`src/rtp_pkg.sv`:
```
// Package for the raster thinning pass: side-length limits and the
// neighborhood keep table built at elaboration. No dependencies.
package rtp_pkg;

    localparam int MAX_SIDE_DEF = 64;
    localparam int SIDE_MIN     = 3;
    localparam int SIDE_RESET   = 64;
    localparam int SIDE_W       = 7;

    localparam int WALK_OUT = 0;
    localparam int WALK_IN  = 1;
    localparam int WALK_GAP = 2;

    // Neighbor bit k: 0 NW, 1 N, 2 NE, 3 E, 4 SE, 5 S, 6 SW, 7 W.
    // Entry is 1 when a set center pixel with that neighborhood stays set.
    function automatic logic [255:0] build_keep_table();
        logic [255:0] tbl;
        logic [7:0]   nb;
        logic         v;
        logic         done;
        int           code;
        int           k;
        int           cnt;
        int           first;
        int           mode;
        int           cuts;
        tbl = '0;
        for (code = 0; code < 256; code++) begin
            nb  = 8'(code);
            cnt = 0;
            for (k = 0; k < 8; k++) begin
                cnt = cnt + int'(nb[k]);
            end
            if (cnt >= 7) begin
                tbl[code] = 1'b0;
            end else if (cnt < 2) begin
                tbl[code] = 1'b1;
            end else begin
                first = -1;
                mode  = WALK_OUT;
                cuts  = 0;
                done  = 1'b0;
                for (k = 0; k < 16; k++) begin
                    if (!done) begin
                        v = nb[k % 8];
                        if (mode == WALK_OUT) begin
                            if (v) begin
                                if (first == -1) begin
                                    first = k;
                                end
                                mode = WALK_IN;
                            end
                        end else if (mode == WALK_IN) begin
                            if (!v) begin
                                mode = WALK_GAP;
                            end
                        end else begin
                            if (v) begin
                                if (k % 2 == 1) begin
                                    mode = WALK_IN;
                                end else begin
                                    mode = WALK_OUT;
                                    cuts = cuts + 1;
                                end
                            end else begin
                                mode = WALK_OUT;
                                cuts = cuts + 1;
                            end
                        end
                        if (k >= 8 && (k - 8) >= first) begin
                            done = 1'b1;
                        end
                    end
                end
                tbl[code] = (cuts <= 1) ? 1'b0 : 1'b1;
            end
        end
        return tbl;
    endfunction

    localparam logic [255:0] KEEP_TABLE = build_keep_table();

endpackage

```
`src/raster_thinning_pass.sv`:
```
// Top level of the raster thinning pass: input handshake, line buffers,
// 3x3 window, decision and output register. Depends on rtp_pkg.
//
// One item is accepted per clock whenever the output register is empty or
// being drained in the same cycle; an item that decides a pixel puts its
// result in the output register at the edge that accepts it. For side n,
// the first n+1 items of an image give no result, then each item gives the
// decision for the next pixel in raster order; the host closes each image
// with n+1 flush items. Two single-bit line buffers of MAX_SIDE entries
// (original pixels delayed n items, decided pixels delayed n-1 decisions)
// feed fixed window registers; there is no clearing pass, since image
// borders mask every tap not yet written. Writing the side register
// restarts the image.
module raster_thinning_pass #(
    parameter int MAX_SIDE = rtp_pkg::MAX_SIDE_DEF
) (
    input  logic                       aclk,
    input  logic                       aresetn,
    input  logic                       cfg_we,
    input  logic [rtp_pkg::SIDE_W-1:0] cfg_wdata,      // side_length
    input  logic                       s_axis_tvalid,
    output logic                       s_axis_tready,
    input  logic [7:0]                 s_axis_tdata,   // [0] pixel_in, [7:1] zero
    input  logic [0:0]                 s_axis_tuser,   // [0] pad
    output logic                       m_axis_tvalid,
    input  logic                       m_axis_tready,
    output logic [15:0]                m_axis_tdata,   // [0] pixel_out, [6:1] out_row,
                                                       // [12:7] out_col, [15:13] zero
    output logic                       m_axis_tlast    // out_last
);

    localparam int CW = $clog2(MAX_SIDE);
    localparam int RW = $clog2(MAX_SIDE + 2);
    localparam int RESET_SIDE = (rtp_pkg::SIDE_RESET > MAX_SIDE) ? MAX_SIDE
                                                                 : rtp_pkg::SIDE_RESET;

    logic [CW-1:0] last_idx_reg, last_idx_next;
    logic [RW-1:0] arr_row_reg, arr_row_next;
    logic [CW-1:0] arr_col_reg, arr_col_next;
    logic [CW-1:0] dec_row_reg, dec_row_next;
    logic [CW-1:0] dec_col_reg, dec_col_next;
    logic          started_reg, started_next;
    logic [CW-1:0] optr_reg, optr_next;
    logic [CW-1:0] dptr_reg, dptr_next;
    logic          m_valid_reg, m_valid_next;

    logic          orig_mem_reg [MAX_SIDE];
    logic          dec_mem_reg  [MAX_SIDE];
    logic          orig_n_reg;
    logic          orig_n1_reg;
    logic          orig_1_reg;
    logic          orig_2_reg;
    logic          dec_nm1_reg;
    logic          dec_n_reg;
    logic          dec_n1_reg;
    logic          dec_1_reg;

    logic          pix_out_reg;
    logic [5:0]    row_out_reg;
    logic [5:0]    col_out_reg;
    logic          last_out_reg;

    logic          in_fire;
    logic          decide;
    logic          last_dec;
    logic          in_pixels;
    logic          pix_v;
    logic          at_top;
    logic          at_bot;
    logic          at_lft;
    logic          at_rgt;
    logic [7:0]    nb;
    logic          dec_val;

    assign s_axis_tready = !m_valid_reg || m_axis_tready;
    assign in_fire       = s_axis_tvalid && s_axis_tready;
    assign decide        = in_fire && started_reg;
    assign last_dec      = (dec_row_reg == last_idx_reg) && (dec_col_reg == last_idx_reg);
    assign in_pixels     = arr_row_reg <= RW'(last_idx_reg);
    assign pix_v         = s_axis_tdata[0] && !s_axis_tuser[0] && in_pixels;

    assign at_top = dec_row_reg == '0;
    assign at_bot = dec_row_reg == last_idx_reg;
    assign at_lft = dec_col_reg == '0;
    assign at_rgt = dec_col_reg == last_idx_reg;

    assign nb[0] = dec_n1_reg  && !at_top && !at_lft;
    assign nb[1] = dec_n_reg   && !at_top;
    assign nb[2] = dec_nm1_reg && !at_top && !at_rgt;
    assign nb[3] = orig_n_reg  && !at_rgt;
    assign nb[4] = pix_v       && !at_bot && !at_rgt;
    assign nb[5] = orig_1_reg  && !at_bot;
    assign nb[6] = orig_2_reg  && !at_bot && !at_lft;
    assign nb[7] = dec_1_reg   && !at_lft;

    assign dec_val = orig_n1_reg && rtp_pkg::KEEP_TABLE[nb];

    always_comb begin
        int unsigned side_req;
        side_req      = 32'(cfg_wdata);
        last_idx_next = last_idx_reg;
        arr_row_next  = arr_row_reg;
        arr_col_next  = arr_col_reg;
        dec_row_next  = dec_row_reg;
        dec_col_next  = dec_col_reg;
        started_next  = started_reg;
        optr_next     = optr_reg;
        dptr_next     = dptr_reg;
        if (decide) begin
            m_valid_next = 1'b1;
        end else if (m_axis_tready) begin
            m_valid_next = 1'b0;
        end else begin
            m_valid_next = m_valid_reg;
        end
        if (cfg_we) begin
            if (side_req < 32'(rtp_pkg::SIDE_MIN)) begin
                side_req = 32'(rtp_pkg::SIDE_MIN);
            end
            if (side_req > 32'(MAX_SIDE)) begin
                side_req = 32'(MAX_SIDE);
            end
            last_idx_next = CW'(side_req - 32'd1);
            arr_row_next  = '0;
            arr_col_next  = '0;
            dec_row_next  = '0;
            dec_col_next  = '0;
            started_next  = 1'b0;
            optr_next     = '0;
            dptr_next     = '0;
        end else if (in_fire) begin
            optr_next = (optr_reg == last_idx_reg - CW'(1)) ? '0 : optr_reg + CW'(1);
            if (decide) begin
                dptr_next = (dptr_reg == last_idx_reg - CW'(2)) ? '0 : dptr_reg + CW'(1);
            end
            if (decide && last_dec) begin
                arr_row_next = '0;
                arr_col_next = '0;
                dec_row_next = '0;
                dec_col_next = '0;
                started_next = 1'b0;
            end else begin
                if (arr_col_reg == last_idx_reg) begin
                    arr_col_next = '0;
                    arr_row_next = arr_row_reg + RW'(1);
                end else begin
                    arr_col_next = arr_col_reg + CW'(1);
                end
                if (decide) begin
                    if (dec_col_reg == last_idx_reg) begin
                        dec_col_next = '0;
                        dec_row_next = dec_row_reg + CW'(1);
                    end else begin
                        dec_col_next = dec_col_reg + CW'(1);
                    end
                end
                if (arr_row_reg == RW'(1) && arr_col_reg == '0) begin
                    started_next = 1'b1;
                end
            end
        end
    end

    always_ff @(posedge aclk) begin
        if (!aresetn) begin
            last_idx_reg <= CW'(RESET_SIDE - 1);
            arr_row_reg  <= '0;
            arr_col_reg  <= '0;
            dec_row_reg  <= '0;
            dec_col_reg  <= '0;
            started_reg  <= 1'b0;
            optr_reg     <= '0;
            dptr_reg     <= '0;
            m_valid_reg  <= 1'b0;
        end else begin
            last_idx_reg <= last_idx_next;
            arr_row_reg  <= arr_row_next;
            arr_col_reg  <= arr_col_next;
            dec_row_reg  <= dec_row_next;
            dec_col_reg  <= dec_col_next;
            started_reg  <= started_next;
            optr_reg     <= optr_next;
            dptr_reg     <= dptr_next;
            m_valid_reg  <= m_valid_next;
        end
    end

    always_ff @(posedge aclk) begin
        if (in_fire) begin
            orig_mem_reg[optr_reg] <= pix_v;
            orig_n_reg             <= orig_mem_reg[optr_reg];
        end
    end

    always_ff @(posedge aclk) begin
        if (decide) begin
            dec_mem_reg[dptr_reg] <= dec_val;
            dec_nm1_reg           <= dec_mem_reg[dptr_reg];
        end
    end

    always_ff @(posedge aclk) begin
        if (in_fire) begin
            orig_1_reg  <= pix_v;
            orig_2_reg  <= orig_1_reg;
            orig_n1_reg <= orig_n_reg;
        end
        if (decide) begin
            dec_1_reg    <= dec_val;
            dec_n_reg    <= dec_nm1_reg;
            dec_n1_reg   <= dec_n_reg;
            pix_out_reg  <= dec_val;
            row_out_reg  <= 6'(dec_row_reg);
            col_out_reg  <= 6'(dec_col_reg);
            last_out_reg <= last_dec;
        end
    end

    assign m_axis_tvalid = m_valid_reg;
    assign m_axis_tdata  = {3'b000, col_out_reg, row_out_reg, pix_out_reg};
    assign m_axis_tlast  = last_out_reg;

    a_started_row : assert property (@(posedge aclk) disable iff (!aresetn)
        started_reg |-> arr_row_reg != '0)
        else $error("decision phase active in first arrival row");

    a_decide_out : assert property (@(posedge aclk) disable iff (!aresetn)
        in_fire && started_reg |=> m_valid_reg)
        else $error("deciding item left no result");

    a_lag : assert property (@(posedge aclk) disable iff (!aresetn)
        started_reg |->
            (arr_row_reg == RW'(dec_row_reg) + RW'(1) && arr_col_reg == dec_col_reg + CW'(1))
            || (dec_col_reg == last_idx_reg && arr_col_reg == '0
                && arr_row_reg == RW'(dec_row_reg) + RW'(2)))
        else $error("decide position not side+1 behind arrival");

endmodule
```
`config.mk`:
```
export PLATFORM = sky130hd
export DESIGN_NAME = raster_thinning_pass
export DESIGN_NICKNAME = d
export VERILOG_FILES = /design/src/rtp_pkg.sv /design/src/raster_thinning_pass.sv
export SDC_FILE = /design/constraint.sdc
export NUM_CORES = 1
export LEC_CHECK = 0
export BUFFER_PORTS_ARGS = -buffer_cell sky130_fd_sc_hd__buf_2
export CAP_MARGIN = 15
export CORE_MARGIN = 4
export CORE_UTILIZATION = 40
export DETAILED_ROUTE_END_ITERATION = 7
export PLACE_DENSITY_LB_ADDON = 0.15
export SYNTH_ARGS = -nofsm -noshare
export SYNTH_HDL_FRONTEND = slang
export SYNTH_SLANG_ARGS = --single-unit
```
`constraint.sdc`:
```
create_clock -name aclk -period 6.6 [get_ports aclk]
set_input_delay 0.66 -clock aclk [delete_from_list [all_inputs] [get_ports aclk]]
set_output_delay 0.66 -clock aclk [all_outputs]
set_load 0.01 [all_outputs]
```
# Yosys cells after proc, flatten, opt, wreduce, memory -nomap -nowiden
# Memory sizes are Yosys's and may differ from the RTL's. A register that Yosys moved wholly into a read port is not among the register bits.
# Cells that the tools add are included.
# totals
regBits	64
mem_bits_rw	128
mem_bits_ro	256
input_bits	21
out_inout_bits	19
mem_count	3
# op_classes
addsub	9
n_lt_le_gt_ge	4
n_eq_ne	6
n_mux	25
bitwise	1
n_reduce_logical	41
# mem_list
memory	depth	word_bits	rd	rd_ports_with_merged_regs	wr	line	source
(name not given)	256	1	1	0	0	raster_thinning_pass.sv:96	assign dec_val = orig_n1_reg && rtp_pkg::KEEP_TABLE[nb];
dec_mem_reg	64	1	1	1	1	raster_thinning_pass.sv:48	logic dec_mem_reg [MAX_SIDE];
orig_mem_reg	64	1	1	1	1	raster_thinning_pass.sv:47	logic orig_mem_reg [MAX_SIDE];
# ops
cell	count
$mux W6	12
$gt A32 B7 Y1 const B	1
$mux W32	1
$add A6 B1 Y6 const B	5
$eq A6 B6 Y1	5
$mux W7	3
$logic_and A1 B1 Y1	20
$logic_not A6 Y1	3
$sub A6 B1 Y6 const B	2
$reduce_bool A2 Y1	5
$lt A8 B9 Y1 const B	1
$mux W1	9
$reduce_and A2 Y1	4
$add A7 B1 Y7 const B	1
$eq A7 B1 Y1 const B	1
$le A7 B6 Y1	1
$lt A7 B2 Y1 const B	1
$logic_not A1 Y1	6
$sub A6 B2 Y6 const B	1
$reduce_and A3 Y1	1
$reduce_or A2 Y1	1
$logic_or A1 B1 Y1	1
$not A1 Y1	1

# Longest topological paths before layout
# depth
word_depth	8
depth_mapped	10
depth_no_buf	9

# Worst setup path before layout
# No wires, ideal clock.
# synth_path
kind	register to register
from	reg last_idx_reg[2]
to	mem dec_mem_reg[0] (data pin)
setup_time_ns	0.775
t_arrival_ns	6.431
setup_slack_ns	-0.606
stages_incl_launch_ff	11
synth_period_minus_slack_ns	7.206
cell_sequence	dfxtp_1 -> buf_2 -> inv_1 -> ha_1 -> a21oi_1 -> a21oi_1 -> o22ai_1 -> a22oi_1 -> nor2_1 -> o32ai_1 -> a311oi_1
# synth_via
elab_chain_len	7
elab_cells_between_ends	16
cone_classes	1 x order compare; 2 x eq/ne; 1 x mux; 11 x reduce/logical; 1 x memory
# synth_rtl
element	line	source
start, declared	raster_thinning_pass.sv:37	logic [CW-1:0] last_idx_reg, last_idx_next;
start signal, assigned	raster_thinning_pass.sv:166	last_idx_reg <= CW'(RESET_SIDE - 1);
start signal, assigned	raster_thinning_pass.sv:176	last_idx_reg <= last_idx_next;
$le A7 B6 Y1	raster_thinning_pass.sv:79	assign in_pixels = arr_row_reg <= RW'(last_idx_reg);
$logic_and A1 B1 Y1	raster_thinning_pass.sv:80	assign pix_v = s_axis_tdata[0] && !s_axis_tuser[0] && in_pixels;
net pix_v	raster_thinning_pass.sv:67	logic pix_v;
$logic_and A1 B1 Y1 (2 in series)	raster_thinning_pass.sv:91	assign nb[4] = pix_v && !at_bot && !at_rgt;
$mem_v2 Z256 W1	--	
$mux W1 (not written as such)	raster_thinning_pass.sv:96	
$logic_and A1 B1 Y1	raster_thinning_pass.sv:96	
net dec_val	raster_thinning_pass.sv:73	logic dec_val;
end, declared	raster_thinning_pass.sv:48	
# The timed path passes the listed nets, and every way through them passes these cells. The select of a mux whose other input is x is not followed.

# Final worst setup path
# layout_path
from	reg last_idx_reg[3]
to	mem dec_mem_reg[47] (data pin)
# Same word-level chain as after synthesis.

==> flow_summary.ini <==
[yosys]
ys_types = 63
ys_seq_area_share_pct = 57.0
netlist_instances = 851
synthFlopType = edfxtp_1
synthArstFlopShare_pct = 0
syn_area_sq_um = 9430
yosys.area.top_type = edfxtp_1
yosysWarningCount = 0
synth_top_area_share_pct = 47.5
synth-edff-count = 149
ys_top_cells_by_area = edfxtp_1 (47%), dfxtp_1 (9.6%), nor2_1 (7.6%)
synth_area_per_cell_sq_um = 11.1
ys_ff_latch = 194

[worst_setup_path]
reg2reg_depth = 10
crit_slowest_cell = dfxtp_1
worst_setup_path_end_kind = flip-flop
cp.required_ps = 6760
crit_path_max_fanout = 65
critPathKind = flip-flop to flip-flop
cp_slowest_stage_delay_ps = 690
critical_path_arrival_ps = 3980
startpoint_type = flip-flop
r2r-end = dec_mem_reg[47]
startpoint = last_idx_reg[3]
r2r-start = last_idx_reg[3]
r2r_setup_slack_ps = 2780
cp_cell_sequence = inv_1, ha_1, nand4b_1, a21oi_1, o22ai_4, a22oi_1, nor2_1, or4_1, a311oi_4, buf_4
endpoint = dec_mem_reg[47]

[floorplanning]
io_pins = 40
rows = 55
fp.dieW_um = 162
start_util_pct = 41.1
core-area_sq_um = 22900
die_area_sq_um = 26100
die_h_um = 162

[global_route]
grt_max_degree = 68
antenna_found_initial = 0
grt_usage_pct = 16.0
grt_pass1_wl_um = 33000
grt_pass1_vias = 6036
grt_overflow = 0

[power]
clkPwrFrac_pct = 42.3
powerDensity_nw_per_um2 = 238
p_sw_share_pct = 23.5
ir_drop_v = 0.000146
power.internal_mw = 1.90
p_switching_mw = 0.584
power_frac_seq_pct = 53.7
p_leak_nw = 3.28
combPwrFrac_pct = 3.9

[job]
cap_violations = 0

[placed_design]
place.gp.congestion = 0.757
portBuffers = 29
dp_hpwl_um = 12400
postPlaceCellArea_sq_um = 9820
dp.cells = 1150

[routing]
drc = 0
num_vias = 6112
vias_per_cell = 5.17
wire_per_inst_um = 17.1
dr.pass1.iters = 4
drt_wl_total_um = 20200
drtIter0Drc = 381
ant_nets = 0

[timing]
clock_skew_ps = 14.1
final-setup-viol-count = 0
fmaxAchievable_mhz = 262
fin_crit_sh_pct = 57.9
tightest_slew_ps = 731
layout_min_cycle_time_ps = 3820
hold_viol = 0
setup_tns_ps = 0
rsz0062_at_grt = no
relSlewSlack_pct = 51.1
final_max_slew_viol_count = 0

[cts]
clk_pin_slew_ps = 80
post_cts_buffers = 0
numCtsBuffers = 17
clockBufferDepth = 2
cts_num_sinks = 194
cts_resized = 0
ctsHoldBuffers = 0
cts_root_buf = clkbuf_16
cts-htree-levels = 4
clock_latency_ps = 440
cts_tree = done

[finish]
finalNetCount = 897
stdcell_area_sq_um = 10400
final_cells = 1182
postLayoutCoreUtil_pct = 45.5
num_antenna_cells = 0
nFillCells = 2167
syn_to_final_growth_pct = 10.5
drive_above_1_share_pct = 12.7

[status]
status = completed

[min_path]
hold_path.class = primary input to flip-flop
## area by class of cell
cell class	count	area [sq um]	area share, %
Clock inverter	15	168	1.61
Multi-Input combinational cell	583	3760	36.1
Clock buffer	17	425	4.08
Sequential cell	194	5380	51.6
Tap cell	313	392	3.76
Timing Repair Buffer	38	213	2.04
Inverter	22	82.6	0.793
## cells by family after synthesis
logic type	synth area share, %
other cells	0.0398
mux	6.61
buf+inv	3.50
flops	57.0
xor+xnor	6.12
simple gates	17.3
compound gates	6.73
fa+ha+maj	2.65
## worst min path at each step
stage / start / end / slack [ps] / cells past startpoint
4_1_cts: aresetn / last_idx_reg[1] / 450 / 2
3_5_place_dp: started_reg / started_reg / 460 / 2
5_1_grt: aresetn / last_idx_reg[1] / 460 / 2
2_1_floorplan: orig_n_reg / orig_n1_reg / 420 / 0
6_report: aresetn / last_idx_reg[4] / 460 / 2
3_3_place_gp: started_reg / started_reg / 450 / 2
## placed cells by master, fill, tap and decap left out, types with 20 or more instances in the layout
master and n:
a21oi_1 26, o21ai_0 20, dfxtp_1 45, xor2_1 36, edfxtp_1 149, nand2_1 58, buf_2 29, inv_1 21
ha_1 20, nor2_1 190, xnor2_1 28, nand3_1 27
## critical path: cells and delay by family (launching register included)
kind	cells	cell delay (ps)
DFF	1	690
and+or+nand+nor	3	780
AOI/OAI and AO/OA	4	920
adders and majority gates	1	350
buffers and inverters	2	760
## metal layers
layer	routed length, um	GRT usage (%)	share of wire [%]	vias up
li1	-	-	-	3024
met1	9740	22.0	48	2974
met2	9470	25.9	47	84
met3	560	2.93	2.8	30
met4	408	5.12	2.0	0
met5	0	0	0	-
## synthesized netlist by cell type, types with 7 or more instances
cell and instances:
nor4_1 11, mux2i_1 15, dfxtp_1 45, nor2_1 190, nor3b_1 7, edfxtp_1 149, nand2_1 58, xnor2_1 28
buf_1 10, a21oi_1 26, clkbuf_1 31, nand2b_1 7, xor2_1 36, o21ai_0 20, mux4_2 17, nor2b_1 7
nand3_1 27, inv_1 21, mux2_2 8, nand3b_1 7, ha_1 20, o211ai_1 9, nand4_1 11, nor3_1 7
## power by group through the flow
stage                     combinational [mW]  sequential [mW]  clock [mW]
after floorplan                       0.0809             1.35           0
after global placement                0.0981             1.36           0
after detailed placement              0.0982             1.36           0
after CTS                             0.0987             1.34        1.08
after global routing                   0.110             1.34        1.13
final                                 0.0971             1.33        1.05
## through the flow
stage          hold WS, ps  power (mW)  setup WS [ps]
3_3_place_gp           454        1.46           2800
3_5_place_dp           458        1.46           2780
5_1_grt                460        2.58           2460
4_1_cts                446        2.51           2750
6_report               464        2.48           2780
2_1_floorplan          424        1.43            847
Power figures use the tool's default switching activity.
